[config.mk]
export PLATFORM = sky130hd
export DESIGN_NAME = seq_ack_retransmit_engine
export DESIGN_NICKNAME = d
export VERILOG_FILES = /design/src/hdl/sare_pkg.sv /design/src/hdl/sare_ram.sv /design/src/hdl/sare_front.sv /design/src/hdl/sare_back.sv /design/src/hdl/seq_ack_retransmit_engine.sv
export SDC_FILE = /design/constraint.sdc
export NUM_CORES = 2
export LEC_CHECK = 0
export ABC_AREA = 1
export BUFFER_PORTS_ARGS = -buffer_cell sky130_fd_sc_hd__buf_2
export CORE_ASPECT_RATIO = 0.7
export CORE_MARGIN = 4
export CORE_UTILIZATION = 65
export DETAILED_ROUTE_END_ITERATION = 8
export PLACE_DENSITY_LB_ADDON = 0.05
export SYNTH_ARGS = -nofsm -noshare
export SYNTH_HDL_FRONTEND = slang
export SYNTH_SLANG_ARGS = --single-unit
[constraint.sdc]
create_clock -name i_clk -period 11.9 [get_ports i_clk]
set_clock_uncertainty 0.1 [all_clocks]
set_input_delay 2.975 -clock i_clk [delete_from_list [all_inputs] [get_ports i_clk]]
set_output_delay 2.975 -clock i_clk [all_outputs]
set_load 0.1 [all_outputs]
[src/hdl/sare_pkg.sv]
package sare_pkg;

    // Command codes carried by an input item.
    typedef enum logic [1:0] {
        CMD_SEND = 2'd0,
        CMD_RECV = 2'd1,
        CMD_ACK  = 2'd2,
        CMD_TICK = 2'd3
    } t_cmd;

    // Result kinds.
    typedef enum logic [2:0] {
        KIND_SEND_OK  = 3'd0,
        KIND_SEND_FULL = 3'd1,
        KIND_DELIVER  = 3'd2,
        KIND_DROP     = 3'd3,
        KIND_RETX     = 3'd4,
        KIND_ACK_OUT  = 3'd5,
        KIND_ACK_DONE = 3'd6
    } t_kind;

    // Configuration register indexes.
    typedef enum logic [1:0] {
        CFG_ROLE         = 2'd0,
        CFG_ACK_INTERVAL = 2'd1,
        CFG_SPARE2       = 2'd2,
        CFG_SPARE3       = 2'd3
    } t_cfg_idx;

    localparam logic        ROLE_CLIENT      = 1'b0;
    localparam logic        ROLE_SERVER      = 1'b1;
    localparam logic [15:0] ACK_INTERVAL_RST = 16'd1000;
    localparam logic [31:0] SEQ_NONE         = 32'hFFFF_FFFF;
    localparam logic [15:0] TICK_MAX         = 16'hFFFF;

    typedef struct packed {
        t_cmd        cmd;
        logic        reliable;
        logic [15:0] buffer_handle;
        logic [31:0] seq_in;
    } t_in;

    typedef struct packed {
        t_kind       kind;
        logic [31:0] seq_out;
        logic [15:0] handle_out;
        logic [5:0]  freed_count;
        logic        disconnect_flag;
        logic        last;
    } t_out;

    // Handshake between the front queue and the back engine.
    typedef struct packed {
        logic valid;
        t_in  item;
    } t_q_head;

    // Back engine states.
    typedef enum logic [2:0] {
        ST_IDLE,
        ST_FREE_RD,
        ST_FREE_CHK,
        ST_RTX_RD,
        ST_RTX_OUT
    } t_state;

endpackage

[src/hdl/sare_ram.sv]
module sare_ram #(
    parameter int WIDTH = 48,
    parameter int DEPTH = 32
) (
    input  logic                     i_clk,
    input  logic                     i_we,
    input  logic [$clog2(DEPTH)-1:0] i_waddr,
    input  logic [WIDTH-1:0]         i_wdata,
    input  logic [$clog2(DEPTH)-1:0] i_raddr,
    output logic [WIDTH-1:0]         o_rdata
);
    logic [WIDTH-1:0] r_mem [DEPTH];
    logic [WIDTH-1:0] r_rdata;

    // One write port and one registered read port.
    always_ff @(posedge i_clk) begin
        if (i_we) begin
            r_mem[i_waddr] <= i_wdata;
        end
        r_rdata <= r_mem[i_raddr];
    end

    assign o_rdata = r_rdata;
endmodule

[src/hdl/sare_front.sv]
module sare_front (
    input  logic             i_clk,
    input  logic             i_rst_n,
    input  logic             i_start,
    input  sare_pkg::t_in    i_item,
    output logic             o_busy,
    output sare_pkg::t_q_head o_head,
    input  logic             i_pop
);
    import sare_pkg::*;

    t_in        r_slot [2];
    logic       r_wr_ptr, n_wr_ptr;
    logic       r_rd_ptr, n_rd_ptr;
    logic [1:0] r_count, n_count;
    logic       push;
    logic       pop;

    // A transaction is taken whenever the queue has a free slot.
    assign o_busy = (r_count == 2'd2);
    assign push   = i_start && !o_busy;
    assign pop    = i_pop && (r_count != 2'd0);

    assign o_head.valid = (r_count != 2'd0);
    assign o_head.item  = r_slot[r_rd_ptr];

    // Pointer and fill count bookkeeping.
    always_comb begin
        n_wr_ptr = push ? !r_wr_ptr : r_wr_ptr;
        n_rd_ptr = pop ? !r_rd_ptr : r_rd_ptr;
        n_count  = r_count + {1'b0, push} - {1'b0, pop};
    end

    always_ff @(posedge i_clk) begin
        if (!i_rst_n) begin
            r_wr_ptr <= 1'b0;
            r_rd_ptr <= 1'b0;
            r_count  <= 2'd0;
        end else begin
            r_wr_ptr <= n_wr_ptr;
            r_rd_ptr <= n_rd_ptr;
            r_count  <= n_count;
        end
    end

    // Queue storage needs no reset.
    always_ff @(posedge i_clk) begin
        if (push) begin
            r_slot[r_wr_ptr] <= i_item;
        end
    end
endmodule

[src/hdl/sare_back.sv]
module sare_back #(
    parameter int DEPTH        = 32,
    parameter int HANDLE_WIDTH = 16
) (
    input  logic              i_clk,
    input  logic              i_rst_n,
    input  logic              i_role,
    input  logic [15:0]       i_ack_interval,
    input  sare_pkg::t_q_head i_head,
    output logic              o_pop,
    output logic              o_res_strobe,
    output sare_pkg::t_out    o_res
);
    import sare_pkg::*;

    localparam int PW = $clog2(DEPTH);
    localparam int UW = $clog2(DEPTH + 1);
    localparam int RW = 32 + HANDLE_WIDTH;

    t_state            r_state, n_state;
    logic [31:0]       r_send_cnt, n_send_cnt;
    logic [31:0]       r_recv_cnt, n_recv_cnt;
    logic [PW-1:0]     r_tail, n_tail;
    logic [PW-1:0]     r_head, n_head;
    logic [UW-1:0]     r_used, n_used;
    logic [15:0]       r_tick, n_tick;
    logic              r_ovf, n_ovf;
    logic [31:0]       r_ack_seq, n_ack_seq;
    logic [UW-1:0]     r_freed, n_freed;
    logic [PW-1:0]     r_idx, n_idx;
    logic [UW-1:0]     r_cnt, n_cnt;
    logic              r_out_valid, n_out_valid;
    t_out              r_out, n_out;

    logic              ram_we;
    logic [PW-1:0]     ram_raddr;
    logic [RW-1:0]     ram_rdata;
    logic [31:0]       rd_seq;
    logic [HANDLE_WIDTH-1:0] rd_handle;
    logic [HANDLE_WIDTH-1:0] in_handle;
    logic [15:0]       tick_inc;
    logic              take;
    logic              tail_wrap;
    logic              head_wrap;
    logic              idx_wrap;
    t_out              final_res;

    sare_ram #(
        .WIDTH(RW),
        .DEPTH(DEPTH)
    ) u_ring (
        .i_clk  (i_clk),
        .i_we   (ram_we),
        .i_waddr(r_head),
        .i_wdata({r_send_cnt, in_handle}),
        .i_raddr(ram_raddr),
        .o_rdata(ram_rdata)
    );

    assign rd_seq    = ram_rdata[RW-1:HANDLE_WIDTH];
    assign rd_handle = ram_rdata[HANDLE_WIDTH-1:0];
    assign in_handle = HANDLE_WIDTH'(i_head.item.buffer_handle);
    assign tick_inc  = (r_tick < TICK_MAX) ? r_tick + 16'd1 : r_tick;
    assign take      = (r_state == ST_IDLE) && i_head.valid;
    assign tail_wrap = (r_tail == PW'(DEPTH - 1));
    assign head_wrap = (r_head == PW'(DEPTH - 1));
    assign idx_wrap  = (r_idx == PW'(DEPTH - 1));

    // Closing result of an ack transaction.
    always_comb begin
        final_res.kind            = (i_role == ROLE_SERVER) ? KIND_ACK_OUT : KIND_ACK_DONE;
        final_res.seq_out         = (i_role == ROLE_SERVER) ? r_recv_cnt : r_ack_seq;
        final_res.handle_out      = 16'd0;
        final_res.freed_count     = 6'(r_freed);
        final_res.disconnect_flag = r_ovf;
        final_res.last            = 1'b1;
    end

    // Next state.
    always_comb begin
        n_state = r_state;
        unique case (r_state)
            ST_IDLE: begin
                if (take && i_head.item.cmd == CMD_ACK) begin
                    n_state = ST_FREE_RD;
                end
            end
            ST_FREE_RD: begin
                n_state = (r_used == '0) ? ST_IDLE : ST_FREE_CHK;
            end
            ST_FREE_CHK: begin
                n_state = (rd_seq < r_ack_seq) ? ST_FREE_RD : ST_RTX_RD;
            end
            ST_RTX_RD: begin
                n_state = (r_cnt == r_used) ? ST_IDLE : ST_RTX_OUT;
            end
            ST_RTX_OUT: begin
                n_state = ST_RTX_RD;
            end
            default: begin
                n_state = ST_IDLE;
            end
        endcase
    end

    // Datapath and results.
    always_comb begin
        n_send_cnt  = r_send_cnt;
        n_recv_cnt  = r_recv_cnt;
        n_tail      = r_tail;
        n_head      = r_head;
        n_used      = r_used;
        n_tick      = r_tick;
        n_ovf       = r_ovf;
        n_ack_seq   = r_ack_seq;
        n_freed     = r_freed;
        n_idx       = r_idx;
        n_cnt       = r_cnt;
        n_out_valid = 1'b0;
        n_out       = r_out;
        o_pop       = 1'b0;
        ram_we      = 1'b0;
        ram_raddr   = r_tail;

        unique case (r_state)
            ST_IDLE: begin
                if (take) begin
                    o_pop                 = 1'b1;
                    n_out.handle_out      = 16'd0;
                    n_out.freed_count     = 6'd0;
                    n_out.disconnect_flag = r_ovf;
                    n_out.last            = 1'b1;
                    unique case (i_head.item.cmd)
                        CMD_SEND: begin
                            n_out_valid      = 1'b1;
                            n_out.handle_out = 16'(in_handle);
                            n_out.kind       = KIND_SEND_OK;
                            if (!i_head.item.reliable) begin
                                n_out.seq_out = SEQ_NONE;
                            end else begin
                                n_send_cnt    = r_send_cnt + 32'd1;
                                n_out.seq_out = r_send_cnt;
                                if (r_used >= UW'(DEPTH)) begin
                                    n_ovf                 = 1'b1;
                                    n_out.kind            = KIND_SEND_FULL;
                                    n_out.disconnect_flag = 1'b1;
                                end else begin
                                    ram_we = 1'b1;
                                    n_head = head_wrap ? '0 : r_head + PW'(1);
                                    n_used = r_used + UW'(1);
                                end
                            end
                        end
                        CMD_RECV: begin
                            n_out_valid = 1'b1;
                            if (i_head.item.seq_in == SEQ_NONE) begin
                                n_out.kind    = KIND_DELIVER;
                                n_out.seq_out = SEQ_NONE;
                            end else if (i_head.item.seq_in > r_recv_cnt) begin
                                if (i_role == ROLE_CLIENT) begin
                                    n_tick = 16'd0;
                                end
                                n_out.kind    = KIND_ACK_OUT;
                                n_out.seq_out = r_recv_cnt;
                            end else if (i_head.item.seq_in < r_recv_cnt) begin
                                n_out.kind    = KIND_DROP;
                                n_out.seq_out = i_head.item.seq_in;
                            end else begin
                                n_recv_cnt    = r_recv_cnt + 32'd1;
                                n_out.kind    = KIND_DELIVER;
                                n_out.seq_out = i_head.item.seq_in;
                            end
                        end
                        CMD_ACK: begin
                            n_ack_seq = i_head.item.seq_in;
                            n_freed   = '0;
                        end
                        CMD_TICK: begin
                            if (i_role == ROLE_CLIENT) begin
                                n_tick = tick_inc;
                                if (tick_inc > i_ack_interval) begin
                                    n_tick        = 16'd0;
                                    n_out_valid   = 1'b1;
                                    n_out.kind    = KIND_ACK_OUT;
                                    n_out.seq_out = r_recv_cnt;
                                end
                            end
                        end
                        default: begin
                            n_out_valid = 1'b0;
                        end
                    endcase
                end
            end
            ST_FREE_RD: begin
                // Look at the oldest entry, or finish once the ring is empty.
                if (r_used == '0) begin
                    n_tail      = '0;
                    n_head      = '0;
                    n_out_valid = 1'b1;
                    n_out       = final_res;
                end
            end
            ST_FREE_CHK: begin
                if (rd_seq < r_ack_seq) begin
                    n_tail  = tail_wrap ? '0 : r_tail + PW'(1);
                    n_used  = r_used - UW'(1);
                    n_freed = r_freed + UW'(1);
                end else begin
                    n_idx = r_tail;
                    n_cnt = '0;
                end
            end
            ST_RTX_RD: begin
                ram_raddr = r_idx;
                if (r_cnt == r_used) begin
                    n_out_valid = 1'b1;
                    n_out       = final_res;
                end
            end
            ST_RTX_OUT: begin
                // Retransmit the entry read in the previous cycle.
                n_out_valid           = 1'b1;
                n_out.kind            = KIND_RETX;
                n_out.seq_out         = rd_seq;
                n_out.handle_out      = 16'(rd_handle);
                n_out.freed_count     = 6'd0;
                n_out.disconnect_flag = r_ovf;
                n_out.last            = 1'b0;
                n_idx = idx_wrap ? '0 : r_idx + PW'(1);
                n_cnt = r_cnt + UW'(1);
            end
            default: begin
                n_out_valid = 1'b0;
            end
        endcase
    end

    always_ff @(posedge i_clk) begin
        if (!i_rst_n) begin
            r_state     <= ST_IDLE;
            r_send_cnt  <= '0;
            r_recv_cnt  <= '0;
            r_tail      <= '0;
            r_head      <= '0;
            r_used      <= '0;
            r_tick      <= '0;
            r_ovf       <= 1'b0;
            r_out_valid <= 1'b0;
        end else begin
            r_state     <= n_state;
            r_send_cnt  <= n_send_cnt;
            r_recv_cnt  <= n_recv_cnt;
            r_tail      <= n_tail;
            r_head      <= n_head;
            r_used      <= n_used;
            r_tick      <= n_tick;
            r_ovf       <= n_ovf;
            r_out_valid <= n_out_valid;
        end
    end

    // Working registers and the result register need no reset.
    always_ff @(posedge i_clk) begin
        r_ack_seq <= n_ack_seq;
        r_freed   <= n_freed;
        r_idx     <= n_idx;
        r_cnt     <= n_cnt;
        r_out     <= n_out;
    end

    assign o_res_strobe = r_out_valid;
    assign o_res        = r_out;
endmodule

[src/hdl/seq_ack_retransmit_engine.sv]
// Send and receive transactions give one result each, a tick one only for a
// client past its ack interval. Ack transactions: take, free the oldest
// entries while their sequence is below the ack, retransmit each entry left,
// then close (an emptied ring closes right after the last free). Results are
// registered. A two-entry queue takes new transactions while the engine works;
// busy is high only when it is full. The receiver cannot hold results off.
module seq_ack_retransmit_engine #(
    parameter int DEPTH        = 32,
    parameter int HANDLE_WIDTH = 16
) (
    input  logic             i_clk,
    input  logic             i_rst_n,
    input  logic             start,
    output logic             busy,
    input  sare_pkg::t_in    i_item,
    output logic             o_res_strobe,
    output sare_pkg::t_out   o_res,
    input  logic             i_cfg_valid,
    output logic             o_cfg_ready,
    input  logic [1:0]       i_cfg_index,
    input  logic [15:0]      i_cfg_data
);
    import sare_pkg::*;

    logic        r_role;
    logic [15:0] r_ack_interval;
    t_q_head     q_head;
    logic        q_pop;

    // Configuration writes are always taken.
    assign o_cfg_ready = 1'b1;

    always_ff @(posedge i_clk) begin
        if (!i_rst_n) begin
            r_role         <= ROLE_CLIENT;
            r_ack_interval <= ACK_INTERVAL_RST;
        end else if (i_cfg_valid) begin
            unique case (t_cfg_idx'(i_cfg_index))
                CFG_ROLE:         r_role <= i_cfg_data[0];
                CFG_ACK_INTERVAL: r_ack_interval <= i_cfg_data;
                CFG_SPARE2, CFG_SPARE3: begin
                end
                default: begin
                end
            endcase
        end
    end

    sare_front u_front (
        .i_clk  (i_clk),
        .i_rst_n(i_rst_n),
        .i_start(start),
        .i_item (i_item),
        .o_busy (busy),
        .o_head (q_head),
        .i_pop  (q_pop)
    );

    sare_back #(
        .DEPTH       (DEPTH),
        .HANDLE_WIDTH(HANDLE_WIDTH)
    ) u_back (
        .i_clk         (i_clk),
        .i_rst_n       (i_rst_n),
        .i_role        (r_role),
        .i_ack_interval(r_ack_interval),
        .i_head        (q_head),
        .o_pop         (q_pop),
        .o_res_strobe  (o_res_strobe),
        .o_res         (o_res)
    );
endmodule

### Word-level counts from Yosys, hierarchy flattened

Memory sizes are Yosys's and may differ from the RTL's. A register that Yosys moved wholly into a read port is not among the register bits.
Index checks and enable logic that the tools add are counted.

| operators by class | value |
|---|---|
| reduce and logical (&&, ||, !) cells | 33 |
| mux-type cells | 77 |
| magnitude comparators | 6 |
| $add $sub $neg | 12 |
| equal/unequal tests | 31 |
| bitwise gates (word level) | 3 |

Operator list:

| cell | count |
|---|---|
| case mux 59 bit (4 select lines) | 1 |
| 2-to-1 mux 59 bit | 3 |
| 2-to-1 mux 35 bit | 4 |
| 2-to-1 mux 16 bit | 7 |
| case mux 35 bit (3 select lines) | 1 |
| adder 32 x 1 -> 32 bit (second input constant) | 2 |
| < comparator 32 bit | 2 |
| 2-to-1 mux 32 bit | 2 |
| 2-to-1 mux 5 bit | 11 |
| 2-to-1 mux 6 bit | 9 |
| case mux 6 bit (2 select lines) | 3 |
| 2-to-1 mux 33 bit | 1 |
| equality test 32 bit (second input constant) | 1 |
| > comparator 32 bit | 1 |
| case mux 16 bit (2 select lines) | 1 |
| case mux 5 bit (2 select lines) | 3 |
| 2-to-1 mux 1 bit | 23 |
| adder 6 x 1 -> 6 bit (second input constant) | 3 |
| AND reduction 6 bit | 3 |
| adder 16 x 1 -> 16 bit (second input constant) | 1 |
| > comparator 16 bit | 1 |
| < comparator 16 bit (second input constant) | 1 |
| != test 2 bit (second input constant) | 8 |
| adder 5 x 1 -> 5 bit (second input constant) | 3 |
| other kinds (32) | 67 |

| storage, ports and cells | value |
|---|---|
| flip-flop bits (word level) | 230 |
| word-level logic and storage cells | 188 |
| output and inout port bits | 62 |
| memories kept | 2 |
| RAM bits | 1,638 |

Memory list:

| name | depth | width | rd ports | clocked after memory_dff | write ports | line | source |
|---|---|---|---|---|---|---|---|
| u_back.u_ring.r_mem | 32 | 48 | 1 | 1 | 1 | sare_ram.sv:12 | `logic [WIDTH-1:0] r_mem [DEPTH];` |
| u_front.r_slot | 2 | 51 | 1 | 1 | 1 | sare_front.sv:12 | `t_in r_slot [2];` |

### Logic depth before layout (Yosys ltp)

| depth | value |
|---|---|
| depth in word-level cells | 8 |
| mapped depth | 23 |

### Modules after synthesis

From an unflattened synthesis, not the netlist that was laid out.

| unflattened totals | value |
|---|---|
| cells, all modules | 7,441 |
| area total of the unflattened synthesis | 81,888.5 um2 |

Modules (own cells, without submodules):

| module | instances | seq. area each (um2) | area each (um2) | cells each |
|---|---|---|---|---|
| sare_ram | 1 | 47,085.2 | 62,969.1 | 5,279 |
| sare_back | 1 | 5,265.0 | 14,024.7 | 1,865 |
| sare_front | 1 | 3,163.0 | 4,180.3 | 196 |
| seq_ack_retransmit_engine | 1 | 340.3 | 714.4 | 101 |

### Least setup slack after synthesis

Ideal clock, no wire load.

| path | value |
|---|---|
| kind | in2reg |
| start | in start |
| end | mem u_front.r_slot[1][0] in the netlist's numbering, enable pin |
| required time | 11.339 ns |
| arrival | 5.277 ns |
| stages on the path | 2 |
| path slack | 6.061 ns |
| path through | o21ai_0 > nor2_1 |

| between the ends | value |
|---|---|
| longest elaborated chain between the ends | 3 |

RTL lines:

| what | line | source |
|---|---|---|
| start, declared | seq_ack_retransmit_engine.sv:13 | `input logic start,` |
| logical AND 1 bit | sare_front.sv:21 | `assign push = i_start && !o_busy;` |
| 2-to-1 mux 1 bit | sare_front.sv:48 | `if (push) begin` |
| 2-to-1 mux 1 bit (implied by the code) | sare_front.sv:49 | `r_slot[r_wr_ptr] <= i_item;` |
| end, declared | sare_front.sv:12 |  |

No other way between the ends.

==> summary.md <==
| Metric | Value |
|---|---|
| WL per Instance | `around 25 um` |
| Mean post-synth cell area | `about 12 sq um` |
| Bufs on Longest Clock Path | `3` |
| RD Place Congestion | `approximately 0.98` |
| Largest net degree at the start of global routing | `about 220` |
| Crit. End Element | `flip-flop` |
| Final nets | `7129` |
| Fin. max-slew vios | `0` |
| DP HPWL | `122600 um` |
| DRT Pass-1 Iters | `6` |
| Mapped Area | `roughly 80000 sq um` |
| CP cell instances | `inv_2 > buf_4 > o21ai_4 > buf_4 > nor2_4 > nand3_4 > nor2_1 > nand2_1 > nor2_4 > buf_4` |
| Placed insts | `8414` |
| CP Data Required Time | `between 10 and 15 ns` |
| Number of library cell types mapped by synthesis | `54` |
| Post-Syn Nets | `between 7000 and 8000` |
| Clock network power share | `between 20% and 30%` |
| Total power | `between 15 and 20 mW` |
| CTS tree | `built` |
| Die area | `roughly 130000 sq um` |
| Net switching power | `~6.6 mW` |
| WS Path Type | `flip-flop to flip-flop` |
| Crit-path leading delay family | `simple AND/OR/NAND/NOR gates` |
| Max-cap viol count | `0` |
| Synth Register Bits | `1917` |
| Synth warnings | `0` |
| Final antenna-violating net count | `0` |
| Final worst slack | `6.611 ns` |
| CP max stage delay | `roughly 0.83 ns` |
| Total Routing Usage GR | `around a third` |
| CP max stage cell | `nor2_4` |
| Tightest Pin Transition | `around 1.3 ns` |
| WP buf/inv | `4` |
| CP Data Arrival Time | `~5.6 ns` |
| Tcrit/Tclk final | `around 44%` |
| Iteration-0 DRC Markers | `approximately 8300` |
| Setup TNS | `0 ns` |
| CP startpoint kind | `flip-flop` |
| Initial antenna violation count | `1` |
| DRC | `0` |
| Logic pwr share | `a little over a quarter` |
| Sw Ratio | `between 30% and 40%` |
| GR Overflow Total | `0` |
| First-pass GRT wire length | `around 330000 um` |
| Maximum vdd ir drop | `about 0.23 mV` |
| Power Internal | `roughly 12 mW` |
| Die X | `about 430 um` |
| H-tree levels | `4` |
| DR vias/cell | `between 6 and 7` |
| Pleak | `about 30 nW` |
| Fmax | `0.1891 GHz` |
| RSZ-0062 raised after global routing | `no` |
| Share of layout cells above drive strength 1 | `8.420%` |
| Final setup fails | `0` |
| Hold Path Class | `flip-flop to flip-flop` |
| Sink Count | `1917` |
| Synthesized netlist cell count | `approximately 7000` |
| Rel. slew slack | `about 15%` |
| # rows | `approximately 110` |
| Clock tree root buffer cell | `clkbuf_16` |
| Status | `finished clean` |
| Most used cell along the critical path | `buf_4` |
| Clock-pin slew on the worst setup and hold paths | `0.06 ns` |
| Starting Density | `between 60% and 70%` |
| CTS Buf Count | `between 150 and 200` |
| I/O Buffers | `~130` |
| Boundary Pins | `roughly 140` |
| Total number of vias | `approximately 56000` |
| Setup bufs post-CTS | `0` |
| Clock latency on the worst-skew pair | `just over 0.8 ns` |
| Final min period | `5.289 ns` |
| CTS Hold Bufs | `0` |
| Final WL | `~220000 um` |
| Post-Place Worst Slack | `6.697 ns` |
| Ys async rst share | `0%` |
| Count of flip-flops with a built-in enable after synthesis | `about 1700` |
| CP max FO | `between 50 and 60` |
| Area grow syn2layout | `9.777%` |
| Hold Fails Final Rpt | `0` |
| Flop pwr share | `43.8%` |
| Final cell count without fillers | `around 8700` |
| Vias in the first global route | `between 50000 and 60000` |
| Core area | `122000 sq um` |
| Register area share after synthesis | `roughly 70%` |
| Die Y | `a little over 300 um` |
| Core Util, Final | `between 70 and 80%` |
| Synth Flop Type | `edfxtp_1` |
| Resized Gates After CTS | `0` |
| PD cells | `214.0 nW/um^2` |
==> synth_stat cells, types with 4 or more instances <==
master       n  area (sq um)
o21ai_0    832          4164
a21oi_1    195         975.9
o211ai_1   392          2943
buf_1       16         60.06
o21ai_1     39         195.2
or2_2        4         25.02
nand4_1     33         206.5
xnor2_1      4         35.03
ha_1        99          1239
o21a_1       4         30.03
inv_2       13         48.80
nor2_1    1367          5131
clkinv_1     5         18.77
buf_4       11         82.58
inv_1      254         953.4
o21ai_2      4         35.03
nand2_1    800          3003
a221oi_1    12         105.1
xor2_1      34         297.8
clkbuf_1   221         829.6
nor2_4       4         45.04
nor4_1      14         87.58
edfxtp_1  1746         52430
o22ai_1     18         112.6
nor3_1      54         270.3
buf_2      158         790.8
a211oi_1    49         367.9
dfxtp_1    171          3423
a32o_1      16         160.2
nand3_1    329          1647
nor2_2       5         31.28
==> flip-flops by register name, indices dropped and copies added, names as in the netlist, 2 cells and up, named ones only <==
signal and cells:
u_back.r_send_cnt 32, u_back.o_res 59, u_back.u_ring.o_rdata 48, u_back.r_tail 5, u_back.u_ring.r_mem 1536, u_back.r_cnt 6
u_front.r_count 2, u_back.r_tick 16, u_back.r_ack_seq 32, u_back.r_idx 5, u_back.r_state 3, u_back.r_recv_cnt 32
u_back.r_used 6, u_back.r_freed 6, u_back.r_head 5, r_ack_interval 16, u_front.r_slot 102
==> worst reg2reg max path: stages, from the launching register on <==
cell and delay (ns):
dfxtp_2 0.32, inv_2 0.05, buf_4 0.64, o21ai_4 0.10
buf_4 0.28, nor2_4 0.56, nand3_4 0.37, nor2_1 0.32
nand2_1 0.56, nor2_4 0.83, buf_4 0.73
==> layer usage <==
metal / vias up / global-route usage, % / wire, um
met4: 0 / 10.16 / 6009
met3: 348 / 8.420 / 28510
met5: - / 0 / 0
met1: 26950 / 53.01 / 92460
met2: 3438 / 47.20 / 92700
li1: 24900 / - / -
==> layout by cell type, fill, tap and decap left out, types with 24 or more instances in the layout <==
| cell type | netlist | layout |
|---|---|---|
| nand3_1 | 329 | 329 |
| a211oi_1 | 49 | 49 |
| nor2_4 | 4 | 39 |
| clkinv_2 | 0 | 25 |
| nand4_1 | 33 | 33 |
| edfxtp_1 | 1746 | 1746 |
| clkinv_1 | 5 | 24 |
| a21oi_1 | 195 | 194 |
| clkbuf_1 | 221 | 52 |
| inv_1 | 254 | 252 |
| nor2_1 | 1367 | 1332 |
| o21ai_0 | 832 | 831 |
| xor2_1 | 34 | 34 |
| clkbuf_16 | 0 | 180 |
| o21ai_1 | 39 | 37 |
| o211ai_1 | 392 | 392 |
| dfxtp_1 | 171 | 162 |
| nor3_1 | 54 | 53 |
| ha_1 | 99 | 99 |
| nand2_1 | 800 | 800 |
| buf_2 | 158 | 133 |
| buf_4 | 11 | 108 |
==> cell families after synthesis <==
family                     after synthesis  synth area share (%)
AOI/OAI and AO/OA                     1569                 11.43
other                                    1              0.004682
adders and majority gates              100                 1.572
and+or+nand+nor                       2633                 13.33
buffers and inverters                  681                 3.518
xor gates and xnor gates                38                0.4155
DFF                                   1917                 69.73
==> stage by stage <==
stage	hold slack (ns)	area [sq um]
after floorplan	0.3258	80100
after global placement	0.3372	82350
after detailed placement	0.3482	82350
after CTS	0.3581	87920
after global routing	0.3809	87920
final	0.3648	87930
==> worst paths after layout <==
| path | startpoint | endpoint | slack, ns | cells after the start |
|---|---|---|---|---|
| max reg2reg | flip-flop | u_back.u_ring.r_mem[18][0] | 6.61 | 10 |
| min | r_ack_interval[15] | r_ack_interval[15] | 0.36 | 2 |
| min reg2reg | r_ack_interval[15] | r_ack_interval[15] | 0.36 | 2 |
| max | flip-flop | u_back.u_ring.r_mem[18][0] | 6.61 | 10 |
==> power groups by stage <==
stage               clock [mW]  combinational, mW  sequential (mW)
global route              5.85               5.48             8.25
CTS                       5.55               4.99             8.23
global placement             0               4.88             8.36
detailed placement           0               4.97             8.36
floorplan                    0               2.70             9.04
finish                    5.50               5.08             8.23
==> cell type report <==
class	count	area [sq um]
Sequential cell	1917	55860
Fill cell	8365	34040
Multi-Input combinational cell	4341	21770
Clock buffer	250	4947
Tap cell	1635	2046
Timing Repair Buffer	249	1637
Inverter	272	1039
Clock inverter	73	623.1
Antenna cell	2	5.005
(Power assumes the default switching activity.)
